===== src/sliding_door_cosine_motion_macros.svh =====
// assertion helpers shared by the door motion block
`ifndef SLIDING_DOOR_COSINE_MOTION_MACROS_SVH
`define SLIDING_DOOR_COSINE_MOTION_MACROS_SVH

// condition holds in the same cycle
`define SDCM_ASSERT_NOW(label, ante, cons, msg) \
  label: assert property (@(posedge clk_i) disable iff (!rst_ni) (ante) |-> (cons)) \
    else $error(msg);

// condition holds in the next cycle
`define SDCM_ASSERT_NEXT(label, ante, cons, msg) \
  label: assert property (@(posedge clk_i) disable iff (!rst_ni) (ante) |=> (cons)) \
    else $error(msg);

`endif


===== src/sdcm_pkg.sv =====
package sdcm_pkg;

  localparam int unsigned COS_TABLE_DEPTH = 256;
  localparam int unsigned TIME_BITS       = 16;

  localparam logic [63:0] PI_Q30  = 64'd3373259426;
  localparam logic [15:0] ONE_Q15 = 16'd32768;

  // taylor series divisors (2k-1)*2k for k = 1..7
  localparam logic [7:0] TAYLOR_DIV [1:7] = '{8'd2, 8'd12, 8'd30, 8'd56, 8'd90, 8'd132, 8'd182};

  // config register map
  localparam int unsigned CFG_IDX_W = 3;
  localparam logic [CFG_IDX_W-1:0] REG_CLOSED_X      = 3'd0;
  localparam logic [CFG_IDX_W-1:0] REG_CLOSED_Y      = 3'd1;
  localparam logic [CFG_IDX_W-1:0] REG_OPENED_X      = 3'd2;
  localparam logic [CFG_IDX_W-1:0] REG_OPENED_Y      = 3'd3;
  localparam logic [CFG_IDX_W-1:0] REG_MOVE_DURATION = 3'd4;
  localparam int unsigned CFG_DATA_W = 16;
  localparam logic [15:0] DURATION_RESET = 16'd1000;

  typedef enum logic [1:0] {
    DOOR_SHUT    = 2'd0,
    DOOR_TO_OPEN = 2'd1,
    DOOR_OPEN    = 2'd2,
    DOOR_TO_SHUT = 2'd3
  } mode_e;

  typedef enum logic [1:0] {
    REQ_TICK  = 2'd0,
    REQ_OPEN  = 2'd1,
    REQ_CLOSE = 2'd2
  } req_e;

  // microcode operations
  typedef enum logic [3:0] {
    OP_NONE,
    OP_TAKE,
    OP_DIV_INIT,
    OP_DIV_STEP,
    OP_ALPHA,
    OP_MUL_X,
    OP_SUM_X,
    OP_MUL_Y,
    OP_SUM_Y,
    OP_TIME,
    OP_REST,
    OP_REQ,
    OP_EMIT
  } op_e;

  // jump conditions
  typedef enum logic [2:0] {
    C_NEVER,
    C_ALWAYS,
    C_NO_INPUT,
    C_NOT_TICK,
    C_AT_REST,
    C_DIV_MORE,
    C_OUT_BUSY
  } cond_e;

  localparam int unsigned PC_W = 4;

  typedef struct packed {
    op_e             op;
    cond_e           cond;
    logic [PC_W-1:0] target;
    logic            last;
  } uword_t;

  typedef struct packed {
    logic signed [15:0] closed_x;
    logic signed [15:0] closed_y;
    logic signed [15:0] opened_x;
    logic signed [15:0] opened_y;
    logic [15:0]        move_duration;
  } cfg_t;

  typedef struct packed {
    logic [1:0]  req_type;
    logic [15:0] step_time;
  } in_word_t;

  typedef struct packed {
    logic signed [15:0] door_x;
    logic signed [15:0] door_y;
    logic [1:0]         door_mode;
  } out_word_t;

  typedef struct packed {
    logic at_rest;
    logic div_more;
  } dp_stat_t;

endpackage


===== src/sdcm_datapath.sv =====
module sdcm_datapath #(
  parameter int unsigned TIME_BITS       = sdcm_pkg::TIME_BITS,
  parameter int unsigned COS_TABLE_DEPTH = sdcm_pkg::COS_TABLE_DEPTH
) (
  input  logic                 clk_i,
  input  logic                 rst_ni,
  input  sdcm_pkg::op_e        op_i,
  input  sdcm_pkg::cfg_t       cfg_i,
  input  sdcm_pkg::in_word_t   word_i,
  output sdcm_pkg::dp_stat_t   stat_o,
  output sdcm_pkg::out_word_t  pos_o
);

  localparam int unsigned QB        = $clog2(COS_TABLE_DEPTH);
  localparam int unsigned ROM_DEPTH = 2 ** QB;
  localparam int unsigned NW        = TIME_BITS + QB;
  localparam int unsigned CNT_W     = $clog2(QB);
  localparam logic [NW-1:0]    DEPTH_NW = NW'(COS_TABLE_DEPTH);
  localparam logic [CNT_W-1:0] CNT_INIT = CNT_W'(QB - 1);

  // half-cosine weight table, entries past the depth are never addressed
  logic [15:0] cos_rom [ROM_DEPTH];

  // (cos(ang)+1)/2 in q1.15, ang in q30, reflected past pi/2, rounded half up
  for (genvar i = 0; i < ROM_DEPTH; i++) begin : g_rom
    localparam logic        USED = (i < COS_TABLE_DEPTH);
    localparam logic        REFL = USED && (2 * i > COS_TABLE_DEPTH);
    localparam int unsigned J    = !USED ? 0 : (REFL ? (COS_TABLE_DEPTH - i) : i);
    localparam logic [63:0] ANG  = (sdcm_pkg::PI_Q30 * J) / COS_TABLE_DEPTH;
    // truncated q30 taylor terms up to x^14
    localparam logic [63:0] X2   = (ANG * ANG) >> 30;
    localparam logic [63:0] T1   = (((64'd1 << 30) * X2) >> 30) /
                                   64'(sdcm_pkg::TAYLOR_DIV[1]);
    localparam logic [63:0] T2   = ((T1 * X2) >> 30) / 64'(sdcm_pkg::TAYLOR_DIV[2]);
    localparam logic [63:0] T3   = ((T2 * X2) >> 30) / 64'(sdcm_pkg::TAYLOR_DIV[3]);
    localparam logic [63:0] T4   = ((T3 * X2) >> 30) / 64'(sdcm_pkg::TAYLOR_DIV[4]);
    localparam logic [63:0] T5   = ((T4 * X2) >> 30) / 64'(sdcm_pkg::TAYLOR_DIV[5]);
    localparam logic [63:0] T6   = ((T5 * X2) >> 30) / 64'(sdcm_pkg::TAYLOR_DIV[6]);
    localparam logic [63:0] T7   = ((T6 * X2) >> 30) / 64'(sdcm_pkg::TAYLOR_DIV[7]);
    localparam logic signed [63:0] SUM  = 64'sd1073741824 - $signed(T1) + $signed(T2) -
                                          $signed(T3) + $signed(T4) - $signed(T5) +
                                          $signed(T6) - $signed(T7);
    localparam logic signed [63:0] COSV = REFL ? -SUM : SUM;
    localparam logic signed [63:0] NUM  = 64'sd1073741824 + COSV + 64'sd32768;
    localparam logic signed [63:0] CAP  = $signed({48'd0, sdcm_pkg::ONE_Q15});
    localparam logic [15:0] ENTRY = (!USED || (NUM < 0)) ? 16'd0 :
                                    (((NUM >>> 16) > CAP) ? sdcm_pkg::ONE_Q15 : NUM[31:16]);
    assign cos_rom[i] = ENTRY;
  end

  // architectural state
  sdcm_pkg::mode_e       mode_q, mode_d;
  logic signed [TIME_BITS:0] tl_q, tl_d;
  logic signed [15:0]    last_x_q, last_x_d;
  logic signed [15:0]    last_y_q, last_y_d;

  // work registers
  logic [TIME_BITS-1:0]  rem_q, rem_d;
  logic [QB-1:0]         dq_q, dq_d;
  logic [CNT_W-1:0]      cnt_q, cnt_d;
  logic                  sat_q, sat_d;
  logic [15:0]           alpha_q, alpha_d;
  logic signed [33:0]    prod_q, prod_d;

  logic [31:0]           dur_ext, step_ext;
  logic [TIME_BITS-1:0]  d_raw, d_w, step_w, t_w;
  logic [NW-1:0]         num_w;
  logic [TIME_BITS:0]    r2_w, r2_sub;
  logic                  ge_w;
  logic signed [TIME_BITS:0] rev_w;
  logic                  opening_w;
  logic signed [15:0]    tgt_x, tgt_y, st_x, st_y, st_sel;
  logic signed [16:0]    mul_a, mul_b;
  logic signed [33:0]    rnd_w, shr_w;
  logic signed [15:0]    pos_w;

  assign dur_ext  = {16'd0, cfg_i.move_duration};
  assign step_ext = {16'd0, word_i.step_time};
  assign d_raw    = dur_ext[TIME_BITS-1:0];
  assign d_w      = (d_raw == '0) ? {{(TIME_BITS-1){1'b0}}, 1'b1} : d_raw;
  assign step_w   = step_ext[TIME_BITS-1:0];
  assign t_w      = tl_q[TIME_BITS] ? '0 : tl_q[TIME_BITS-1:0];

  // index = t*depth/d, restoring division one quotient bit a step
  assign num_w  = NW'(t_w) * DEPTH_NW;
  assign r2_w   = {rem_q, dq_q[QB-1]};
  assign r2_sub = r2_w - {1'b0, d_w};
  assign ge_w   = (r2_w >= {1'b0, d_w});

  assign rev_w  = $signed({1'b0, d_w}) - tl_q;

  assign opening_w = (mode_q == sdcm_pkg::DOOR_TO_OPEN);
  assign tgt_x = opening_w ? cfg_i.opened_x : cfg_i.closed_x;
  assign tgt_y = opening_w ? cfg_i.opened_y : cfg_i.closed_y;
  assign st_x  = opening_w ? cfg_i.closed_x : cfg_i.opened_x;
  assign st_y  = opening_w ? cfg_i.closed_y : cfg_i.opened_y;

  // blend = start + round((target-start)*alpha / 2^15)
  assign mul_a  = (op_i == sdcm_pkg::OP_MUL_Y) ?
                  ({tgt_y[15], tgt_y} - {st_y[15], st_y}) :
                  ({tgt_x[15], tgt_x} - {st_x[15], st_x});
  assign mul_b  = $signed({1'b0, alpha_q});
  assign prod_d = mul_a * mul_b;
  assign rnd_w  = prod_q + 34'sd16384;
  assign shr_w  = rnd_w >>> 15;
  assign st_sel = (op_i == sdcm_pkg::OP_SUM_Y) ? st_y : st_x;
  assign pos_w  = st_sel + shr_w[15:0];

  always_comb begin
    mode_d   = mode_q;
    tl_d     = tl_q;
    last_x_d = last_x_q;
    last_y_d = last_y_q;
    rem_d    = rem_q;
    dq_d     = dq_q;
    cnt_d    = cnt_q;
    sat_d    = sat_q;
    alpha_d  = alpha_q;
    case (op_i)
      sdcm_pkg::OP_DIV_INIT: begin
        sat_d = (t_w >= d_w);
        rem_d = num_w[NW-1:QB];
        dq_d  = num_w[QB-1:0];
        cnt_d = CNT_INIT;
      end
      sdcm_pkg::OP_DIV_STEP: begin
        rem_d = ge_w ? r2_sub[TIME_BITS-1:0] : r2_w[TIME_BITS-1:0];
        dq_d  = {dq_q[QB-2:0], ge_w};
        if (cnt_q != '0) begin
          cnt_d = cnt_q - 1'b1;
        end
      end
      sdcm_pkg::OP_ALPHA: begin
        alpha_d = sat_q ? 16'd0 : cos_rom[dq_q];
      end
      sdcm_pkg::OP_SUM_X: begin
        last_x_d = pos_w;
      end
      sdcm_pkg::OP_SUM_Y: begin
        last_y_d = pos_w;
      end
      sdcm_pkg::OP_TIME: begin
        tl_d = tl_q - $signed({1'b0, step_w});
        if (tl_d[TIME_BITS]) begin
          mode_d = opening_w ? sdcm_pkg::DOOR_OPEN : sdcm_pkg::DOOR_SHUT;
        end
      end
      sdcm_pkg::OP_REST: begin
        if (mode_q == sdcm_pkg::DOOR_SHUT) begin
          last_x_d = cfg_i.closed_x;
          last_y_d = cfg_i.closed_y;
        end else begin
          last_x_d = cfg_i.opened_x;
          last_y_d = cfg_i.opened_y;
        end
      end
      sdcm_pkg::OP_REQ: begin
        case (word_i.req_type)
          sdcm_pkg::REQ_OPEN: begin
            if (mode_q == sdcm_pkg::DOOR_SHUT) begin
              tl_d   = $signed({1'b0, d_w});
              mode_d = sdcm_pkg::DOOR_TO_OPEN;
            end else if (mode_q == sdcm_pkg::DOOR_TO_SHUT) begin
              tl_d   = rev_w[TIME_BITS] ? '0 : rev_w;
              mode_d = sdcm_pkg::DOOR_TO_OPEN;
            end
          end
          sdcm_pkg::REQ_CLOSE: begin
            if (mode_q == sdcm_pkg::DOOR_OPEN) begin
              tl_d   = $signed({1'b0, d_w});
              mode_d = sdcm_pkg::DOOR_TO_SHUT;
            end else if (mode_q == sdcm_pkg::DOOR_TO_OPEN) begin
              tl_d   = rev_w[TIME_BITS] ? '0 : rev_w;
              mode_d = sdcm_pkg::DOOR_TO_SHUT;
            end
          end
          default: begin
          end
        endcase
      end
      default: begin
      end
    endcase
  end

  always_ff @(posedge clk_i or negedge rst_ni) begin
    if (!rst_ni) begin
      mode_q   <= sdcm_pkg::DOOR_SHUT;
      tl_q     <= '0;
      last_x_q <= '0;
      last_y_q <= '0;
    end else begin
      mode_q   <= mode_d;
      tl_q     <= tl_d;
      last_x_q <= last_x_d;
      last_y_q <= last_y_d;
    end
  end

  always_ff @(posedge clk_i) begin
    rem_q   <= rem_d;
    dq_q    <= dq_d;
    cnt_q   <= cnt_d;
    sat_q   <= sat_d;
    alpha_q <= alpha_d;
    if ((op_i == sdcm_pkg::OP_MUL_X) || (op_i == sdcm_pkg::OP_MUL_Y)) begin
      prod_q <= prod_d;
    end
  end

  assign stat_o.at_rest  = (mode_q == sdcm_pkg::DOOR_SHUT) ||
                           (mode_q == sdcm_pkg::DOOR_OPEN);
  assign stat_o.div_more = (cnt_q != '0);

  assign pos_o.door_x    = last_x_q;
  assign pos_o.door_y    = last_y_q;
  assign pos_o.door_mode = mode_q;

endmodule


===== src/sliding_door_cosine_motion.sv =====
// channel | dir | handshake                 | word
// --------+-----+---------------------------+----------------------------------
// in      | in  | in_valid_i / in_ready_o   | in_word_i  (req_type, step_time)
// out     | out | out_valid_o / out_ready_i | out_word_o (door_x, door_y, door_mode)
// cfg     | in  | cfg_we_i, no wait         | cfg_idx_i, cfg_data_i
//
// a tick while moving runs from accept through the endpoint check, the bit-serial
// index divider, the weight lookup, multiply and sum for x and y and the time step
// to emit before the next word is taken; a tick at rest snaps to its endpoint
// reset puts the door closed at (0,0), duration 1000, no clearing pass
// the result register lets a new word in while a result waits; the sequencer
// holds at its emit step only if the previous result is still not taken

`include "sliding_door_cosine_motion_macros.svh"

module sliding_door_cosine_motion #(
  parameter int unsigned TIME_BITS       = sdcm_pkg::TIME_BITS,
  parameter int unsigned COS_TABLE_DEPTH = sdcm_pkg::COS_TABLE_DEPTH
) (
  input  logic                              clk_i,
  input  logic                              rst_ni,
  input  logic                              in_valid_i,
  output logic                              in_ready_o,
  input  sdcm_pkg::in_word_t                in_word_i,
  output logic                              out_valid_o,
  input  logic                              out_ready_i,
  output sdcm_pkg::out_word_t               out_word_o,
  input  logic                              cfg_we_i,
  input  logic [sdcm_pkg::CFG_IDX_W-1:0]    cfg_idx_i,
  input  logic [sdcm_pkg::CFG_DATA_W-1:0]   cfg_data_i
);

  localparam int unsigned PW = sdcm_pkg::PC_W;

  // program step addresses
  localparam logic [PW-1:0] ST_FETCH = 4'd0;
  localparam logic [PW-1:0] ST_DIV   = 4'd4;
  localparam logic [PW-1:0] ST_REST  = 4'd11;
  localparam logic [PW-1:0] ST_REQ   = 4'd12;
  localparam logic [PW-1:0] ST_EMIT  = 4'd13;
  localparam int unsigned   PROG_LEN = 14;

  // control store: op, jump condition, jump target, return to fetch
  localparam sdcm_pkg::uword_t PROGRAM [PROG_LEN] = '{
    '{sdcm_pkg::OP_TAKE,     sdcm_pkg::C_NO_INPUT, ST_FETCH, 1'b0}, // wait for a word
    '{sdcm_pkg::OP_NONE,     sdcm_pkg::C_NOT_TICK, ST_REQ,   1'b0}, // requests
    '{sdcm_pkg::OP_NONE,     sdcm_pkg::C_AT_REST,  ST_REST,  1'b0}, // tick at an endpoint
    '{sdcm_pkg::OP_DIV_INIT, sdcm_pkg::C_NEVER,    ST_FETCH, 1'b0}, // load dividend
    '{sdcm_pkg::OP_DIV_STEP, sdcm_pkg::C_DIV_MORE, ST_DIV,   1'b0}, // one quotient bit
    '{sdcm_pkg::OP_ALPHA,    sdcm_pkg::C_NEVER,    ST_FETCH, 1'b0}, // weight lookup
    '{sdcm_pkg::OP_MUL_X,    sdcm_pkg::C_NEVER,    ST_FETCH, 1'b0},
    '{sdcm_pkg::OP_SUM_X,    sdcm_pkg::C_NEVER,    ST_FETCH, 1'b0},
    '{sdcm_pkg::OP_MUL_Y,    sdcm_pkg::C_NEVER,    ST_FETCH, 1'b0},
    '{sdcm_pkg::OP_SUM_Y,    sdcm_pkg::C_NEVER,    ST_FETCH, 1'b0},
    '{sdcm_pkg::OP_TIME,     sdcm_pkg::C_ALWAYS,   ST_EMIT,  1'b0}, // count down, maybe stop
    '{sdcm_pkg::OP_REST,     sdcm_pkg::C_ALWAYS,   ST_EMIT,  1'b0}, // snap to endpoint
    '{sdcm_pkg::OP_REQ,      sdcm_pkg::C_NEVER,    ST_FETCH, 1'b0}, // start or reverse
    '{sdcm_pkg::OP_EMIT,     sdcm_pkg::C_OUT_BUSY, ST_EMIT,  1'b1}  // hand over result
  };

  // configuration registers
  sdcm_pkg::cfg_t      cfg_q;

  // sequencer
  logic [PW-1:0]       pc_q, pc_d;
  sdcm_pkg::uword_t    uw;
  logic                cond_hit;

  // latched input word and result register
  sdcm_pkg::in_word_t  in_q;
  logic                out_valid_q, out_valid_d;
  sdcm_pkg::out_word_t out_q;
  logic                out_busy;
  logic                out_load;

  sdcm_pkg::dp_stat_t  stat;
  sdcm_pkg::out_word_t pos;

  assign uw       = PROGRAM[pc_q];
  assign out_busy = out_valid_q && !out_ready_i;
  assign out_load = (uw.op == sdcm_pkg::OP_EMIT) && !out_busy;

  always_comb begin
    case (uw.cond)
      sdcm_pkg::C_NEVER:    cond_hit = 1'b0;
      sdcm_pkg::C_ALWAYS:   cond_hit = 1'b1;
      sdcm_pkg::C_NO_INPUT: cond_hit = !in_valid_i;
      sdcm_pkg::C_NOT_TICK: cond_hit = (in_q.req_type != sdcm_pkg::REQ_TICK);
      sdcm_pkg::C_AT_REST:  cond_hit = stat.at_rest;
      sdcm_pkg::C_DIV_MORE: cond_hit = stat.div_more;
      sdcm_pkg::C_OUT_BUSY: cond_hit = out_busy;
      default:              cond_hit = 1'b0;
    endcase
  end

  always_comb begin
    if (cond_hit) begin
      pc_d = uw.target;
    end else if (uw.last) begin
      pc_d = ST_FETCH;
    end else begin
      pc_d = pc_q + 1'b1;
    end
  end

  // result register: cleared when taken, refilled at the emit step
  always_comb begin
    out_valid_d = out_valid_q;
    if (out_valid_q && out_ready_i) begin
      out_valid_d = 1'b0;
    end
    if (out_load) begin
      out_valid_d = 1'b1;
    end
  end

  always_ff @(posedge clk_i or negedge rst_ni) begin
    if (!rst_ni) begin
      pc_q                <= ST_FETCH;
      out_valid_q         <= 1'b0;
      cfg_q.closed_x      <= '0;
      cfg_q.closed_y      <= '0;
      cfg_q.opened_x      <= '0;
      cfg_q.opened_y      <= '0;
      cfg_q.move_duration <= sdcm_pkg::DURATION_RESET;
    end else begin
      pc_q        <= pc_d;
      out_valid_q <= out_valid_d;
      if (cfg_we_i) begin
        case (cfg_idx_i)
          sdcm_pkg::REG_CLOSED_X:      cfg_q.closed_x      <= $signed(cfg_data_i);
          sdcm_pkg::REG_CLOSED_Y:      cfg_q.closed_y      <= $signed(cfg_data_i);
          sdcm_pkg::REG_OPENED_X:      cfg_q.opened_x      <= $signed(cfg_data_i);
          sdcm_pkg::REG_OPENED_Y:      cfg_q.opened_y      <= $signed(cfg_data_i);
          sdcm_pkg::REG_MOVE_DURATION: cfg_q.move_duration <= cfg_data_i;
          default: begin
          end
        endcase
      end
    end
  end

  // payload registers
  always_ff @(posedge clk_i) begin
    if (in_valid_i && in_ready_o) begin
      in_q <= in_word_i;
    end
    if (out_load) begin
      out_q <= pos;
    end
  end

  sdcm_datapath #(
    .TIME_BITS       (TIME_BITS),
    .COS_TABLE_DEPTH (COS_TABLE_DEPTH)
  ) u_datapath (
    .clk_i  (clk_i),
    .rst_ni (rst_ni),
    .op_i   (uw.op),
    .cfg_i  (cfg_q),
    .word_i (in_q),
    .stat_o (stat),
    .pos_o  (pos)
  );

  assign in_ready_o  = (uw.op == sdcm_pkg::OP_TAKE);
  assign out_valid_o = out_valid_q;
  assign out_word_o  = out_q;

  // the step counter never leaves the program
  `SDCM_ASSERT_NOW(a_pc_in_range, 1'b1, pc_q <= ST_EMIT, "step counter outside program")
  // one word is worked on at a time
  `SDCM_ASSERT_NEXT(a_one_word, in_valid_i && in_ready_o, !in_ready_o, "word taken while busy")
  // a fresh result only comes from the emit step
  `SDCM_ASSERT_NOW(a_emit_src, $rose(out_valid_q), $past(pc_q) == ST_EMIT, "stray result")

endmodule


===== config.mk =====
export PLATFORM = sky130hd
export DESIGN_NAME = sliding_door_cosine_motion
export DESIGN_NICKNAME = d
export VERILOG_FILES = /design/src/sdcm_pkg.sv /design/src/sdcm_datapath.sv /design/src/sliding_door_cosine_motion.sv
export VERILOG_INCLUDE_DIRS = /design/src /design/src/src
export SDC_FILE = /design/constraint.sdc
export NUM_CORES = 2
export LEC_CHECK = 0
export BUFFER_PORTS_ARGS = -buffer_cell sky130_fd_sc_hd__buf_2
export CORE_AREA = 4 4 300 214
export CTS_CLUSTER_SIZE = 10
export DETAILED_ROUTE_END_ITERATION = 16
export DIE_AREA = 0 0 304 218
export PLACE_DENSITY = 0.66
export SLEW_MARGIN = 10
export SYNTH_ARGS = -nofsm -noshare
export SYNTH_HDL_FRONTEND = slang
export SYNTH_SLANG_ARGS = --single-unit

===== constraint.sdc =====
create_clock -name clk_i -period 17.8 [get_ports clk_i]
set_clock_uncertainty 0.05 [all_clocks]
set_input_delay 3.56 -clock clk_i [delete_from_list [all_inputs] [get_ports clk_i]]
set_output_delay 3.56 -clock clk_i [all_outputs]
set_load 0.01 [all_outputs]

After elaboration in Yosys (flattened, before gate mapping)
Memory sizes are Yosys's and may differ from the RTL's. A register that Yosys moved wholly into a read port is not among the register bits.
Cells that the tools add are included.
- register bits: 247
- ROM bits: 4288
- input port bits: 42
- output and inout port bits: 36
- logic and storage cells: 136
- memories: 2
- memories (memory ; depth ; bits a word ; read ports ; clocked after Yosys merged registers in ; write ports ; line ; RTL):
    (name not given) ; 256 ; 16 ; 1 ; 1 ; 0 ; sdcm_datapath.sv:134 ; alpha_d = sat_q ? 16'd0 : cos_rom[dq_q];
    (name not given) ; 16 ; 12 ; 1 ; 0 ; 0 ; sliding_door_cosine_motion.sv:79 ; assign uw = PROGRAM[pc_q];
- $add $sub $neg: 9
- multipliers: 1
- magnitude comparators: 3
- equal/unequal tests: 32
- muxes and demuxes: 39
- bitwise logic cells: 2
- reductions and logical operators: 27
- operators by type and width (cell ; number):
    $mux 16 ; 11
    $pmux 16 s2 ; 3
    $mux 17 ; 5
    $pmux 17 s2 ; 2
    $sub 16x16->17 ; 2
    $sub 17x17->17 ; 2
    $add 31x16->31 const B ; 1
    $mul 17x17->31 ; 1
    $mux 12 ; 2
    $eq 4x4->1 const B ; 5
    $ge 17x16->1 ; 1
    $add 16x16->16 ; 1
    $eq 4x3->1 const B ; 4
    $ge 16x16->1 ; 1
    $logic_not 16->1 ; 1
    $pmux 8 s2 ; 1
    $sub 16x16->16 ; 1
    $eq 3x2->1 const B ; 4
    $eq 3x3->1 const B ; 4
    $mux 2 ; 6
    $reduce_and 2->1 ; 6
    $reduce_bool 2->1 ; 6
    $not 8->9 ; 1
    $eq 4x2->1 const B ; 2
    other kinds (26) ; 40

Logic depth before layout (Yosys ltp)
- depth after elaboration: 8
- gate-level depth with buffers: 41
- mapped depth without buffers: 38

Modules after synthesis
From an unflattened synthesis, not the netlist that was laid out.
- cells, all modules: 3563
- area, all modules: 30723.2 um2
- by module, submodules not included (module ; times used ; cells an instance ; area an instance (um2) ; seq. area each (um2)):
    sdcm_datapath ; 1 ; 3265 ; 25607.1 ; 3108.0
    sliding_door_cosine_motion ; 1 ; 298 ; 5116.2 ; 3696.0

Worst setup path after synthesis
No wires, ideal clock.
- path kind: register -> register
- start point: reg u_datapath.mode_q[1]
- end point: reg u_datapath.prod_q[30] (data pin)
- library setup time: 0.262 ns
- arrival: 9.365 ns
- required time: 17.488 ns
- slack: 8.123 ns
- stages on the path, launching flop included: 41
- cell sequence: dfrtp_1 > inv_1 > ha_1 > buf_6 > or2_1 > buf_2 > buf_1 > nor3_1 > a31oi_1 > ha_1 > a2111oi_0 > o311a_1 > or4_1 > nand3_1 > o211ai_2 > nor3_1 > nor2_1 > clkbuf_1 > (+5 left out) > inv_1 > fa_1 > fa_1 > fa_1 > inv_1 > fa_1 > inv_1 > ha_1 > a21o_1 > a21oi_1 > inv_1 > a211o_1 > a21oi_1 > a31oi_1 > and4_1 > a2111oi_0 > xnor3_1 > xor2_1
- word-level cells in the longest chain between the ends: 5
- elaborated cells on any way between the ends: 9
- those cells by class: 2 x add/sub; 1 x mul; 1 x eq/ne; 5 x mux
- RTL lines (element ; line ; RTL):
    start, declared ; sdcm_datapath.sv:52 ; sdcm_pkg::mode_e mode_q, mode_d;
    start signal, assigned ; sdcm_datapath.sv:188 ; mode_q <= sdcm_pkg::DOOR_SHUT;
    start signal, assigned ; sdcm_datapath.sv:193 ; mode_q <= mode_d;
    $eq 2x1->1 (*) ; sdcm_datapath.sv:92 ; assign opening_w = (mode_q == sdcm_pkg::DOOR_TO_OPEN);
    $mux 16 (on tied branches) ; - ;
    $sub 16x16->17 (on tied branches) ; sdcm_datapath.sv:101, sdcm_datapath.sv:100 ;
    $mux 17 (*) ; sdcm_datapath.sv:99 ; assign mul_a = (op_i == sdcm_pkg::OP_MUL_Y) ?
    $mul 17x17->31 (*) ; sdcm_datapath.sv:103 ; assign prod_d = mul_a * mul_b;
    via u_datapath.prod_d[30] ; sdcm_datapath.sv:63 ; logic signed [33:0] prod_q, prod_d;
    end signal, assigned ; sdcm_datapath.sv:207 ; prod_q <= prod_d;
    end, declared ; sdcm_datapath.sv:63 ;
The timed path passes the listed nets; every way through them passes the cells marked *.
A chain may end at the register's enable or synchronous reset.

Worst setup path after layout
Same ends and word-level chain as after synthesis.

==> flow_metrics.tcl <==
set metrics [dict create \
    tns_ps 0 \
    first_pass_iters 9 \
    synth-main-ff-cell "dfrtp_1" \
    yosys_register_bits 249 \
    clockRootBuffer "clkbuf_16" \
    antenna_found_initial 4 \
    die_area_sq_um 66300 \
    rows 76 \
    min_period_ps 11270 \
    synth_top_family_by_area "adder cells" \
    synthSimpleGateAreaFrac_pct 18.0 \
    crit_family "adder cells" \
    grt_pass1_wl_microns 143000 \
    synth_area_leaders "fa_1 17%, edfxtp_1 11%, dfrtp_1 11%, ha_1 7.8%, inv_1 5.3%" \
    slew_headroom_pct 13.7 \
    core_region_area_sq_um 61100 \
    cpMaxStageDelayCell "ha_1" \
    status "finished clean" \
    ctsHoldBuffers 0 \
    ios 78 \
    synth_xor_area_share_pct 3.82 \
    avgSynthCellArea_sq_um 8.48 \
    wl_per_cell_microns 20.6 \
    wl_microns 90200 \
    antenna_left 0 \
    grt_max_degree 91 \
    die_x_microns 304 \
    critPathBufInv 4 \
    nNetsFinal 4020 \
    initial_core_util_pct 49.7 \
    critPathMaxFanout 22 \
    routabilityCongestion 0.983 \
    synthAdderAreaFrac_pct 25.3 \
    max_cap_viol_count 0 \
    first_global_vias 25100 \
    async_reset_ff_share_pct 54.6 \
    cp_common_cell "fa_1" \
    clock_latency_ps 570 \
    track_usage_pct 26.8 \
    dpl.hpwl_microns 67500 \
    synthesis.area_sq_um 30400 \
    yosysSeqAreaShare_pct 22.4 \
    worstSetupPathType "flop to flop" \
    portBuffers 77 \
    tightest_slew_ps 1290 \
    cts_tree "built" \
    syn_nets 4075 \
    synth_area_leader_cell "fa_1" \
    cts_buffer_depth 3 \
    hold_violations 0 \
    path_clk_slew_ps 70 \
    drv_slew 0 \
    synth_cell_types 93 \
    drive_gt1_share_pct 8.33 \
    vias 26300 \
    area_growth_pct 6.26 \
    synth_warnings 0 \
    drt_iter0_drc 3486 \
    synth_compound_area_share_pct 17.1 \
    rsz0062_at_grt "no" \
    setup_viol 0 \
    crit_path_max_incr_delay_ps 810 \
    vias_per_cell 6.01 \
    n_antenna_cell 0 \
    crit_path_end_kind "flop" \
    ctsResizeCount 0 \
    fill_cells 5776 \
    drcViolationCount 0 \
    grt_overflow 0 \
    clock-sinks 249 \
    syn_inst 3585 \
    crit_required_ps 18080 \
    arrival_ps 11550 \
    layout_worst_path_cycle_share_pct 63.3 \
    timing.fmax_mhz 88.7 \
    cts_setup_buffers 0 \
    netlist.area_leader.share_pct 17.0 \
    cts-buffers-inserted 30 \
    cp-start-kind "flop" \
    synth_edf_count 113 \
    dieHeight_microns 218 \
    synthMuxAreaShare_pct 5.36 \
    cts_max_level 1 \
    hp-class "flop to flop" \
]
[sequential cells by signal, indices dropped and copies added (netlist names)]
name and cells:
u_datapath.sat_q 1, u_datapath.prod_q 17, u_datapath.dq_q 8, u_datapath.mode_q 2
in_q 18, u_datapath.tl_q 17, u_datapath.last_x_q 16, u_datapath.last_y_q 16
pc_q 4, out_valid_o 1, u_datapath.cnt_q 3, cfg_q 80
out_word_o 34, u_datapath.rem_q 16, u_datapath.alpha_q 16
[worst register-to-register path, delay by kind of cell (launching register included)]
family / cells / cell delay [ps]
adder cells (fa/ha/maj): 9 / 4380
AO/OA/AOI/OAI: 12 / 3150
AND/OR/NAND/NOR: 8 / 2150
XOR/XNOR: 2 / 620
flip-flops: 1 / 420
buffers and inverters: 4 / 270
[through the flow]
stage	setup WS, ps	instances	hold slack, ps	utilization, %	area [sq um]
final	6530	4371	389	52.8	32300
after global routing	5840	4371	401	52.8	32300
after CTS	6660	4371	392	52.8	32300
after detailed placement	6680	4317	378	51.4	31400
after global placement	6820	4317	375	51.4	31400
after floorplan	8120	3585	369	-	30400
[cell families after synthesis]
family,Yosys count
buf+inv,642
simple gates,1158
fa+ha+maj,461
xor+xnor,131
mux,129
flops,249
compound gates,815
[area by class of cell]
| cell class | count | area (sq um) | area share [%] |
|---|---|---|---|
| clock buffer | 50 | 868 | 2.69 |
| clock inverter | 4 | 23.8 | 0.0736 |
| inverter | 431 | 1620 | 5.01 |
| multi-input combinational | 2694 | 21200 | 65.7 |
| sequential | 249 | 6800 | 21.1 |
| tap | 819 | 1020 | 3.17 |
| timing repair buffer | 124 | 744 | 2.31 |
[cells in the mapped netlist, types with 49 or more instances]
cell type / n
a211oi_1: 49
a21oi_1: 208
and2_1: 143
clkbuf_1: 165
dfrtp_1: 130
edfxtp_1: 113
fa_1: 258
ha_1: 190
inv_1: 429
mux2_2: 57
mux2i_1: 50
nand2_1: 421
nand2b_1: 54
nand3_1: 65
nor2_1: 247
nor3_1: 77
o21ai_0: 225
xnor2_1: 83
[per-layer routing]
| layer | routed length, microns | track usage [%] |
|---|---|---|
| met4 | 1660 | 4.51 |
| met3 | 10400 | 7.11 |
| met5 | 0 | 0 |
| met1 | 41300 | 40.8 |
| met2 | 36900 | 38.5 |
[layout by cell type, fill, tap and decap left out, types with 113 or more instances in the layout]
| cell | Yosys | routed |
|---|---|---|
| nand2_1 | 421 | 421 |
| fa_1 | 258 | 258 |
| nor2_1 | 247 | 245 |
| edfxtp_1 | 113 | 113 |
| a21oi_1 | 208 | 206 |
| dfrtp_1 | 130 | 130 |
| and2_1 | 143 | 143 |
| inv_1 | 429 | 428 |
| ha_1 | 190 | 189 |
| o21ai_0 | 225 | 224 |
[worst paths after layout]
check                                  startpoint  cells past startpoint                    end  slack, ps
setup / recovery             u_datapath.mode_q[1]                     35  u_datapath.prod_q[30]       6530
setup reg to reg             u_datapath.mode_q[1]                     35  u_datapath.prod_q[30]       6530
max in group asynchronous                  rst_ni                      2              cfg_q[36]      13320
hold reg to reg            u_datapath.last_x_q[7]                      0         out_word_o[25]        390
hold / removal             u_datapath.last_x_q[7]                      0         out_word_o[25]        390
min in group asynchronous                  rst_ni                      1     u_datapath.tl_q[0]       2900
Power is not shown: default switching activity piles up to over one toggle a cycle in this logic, so the estimate is an artifact.
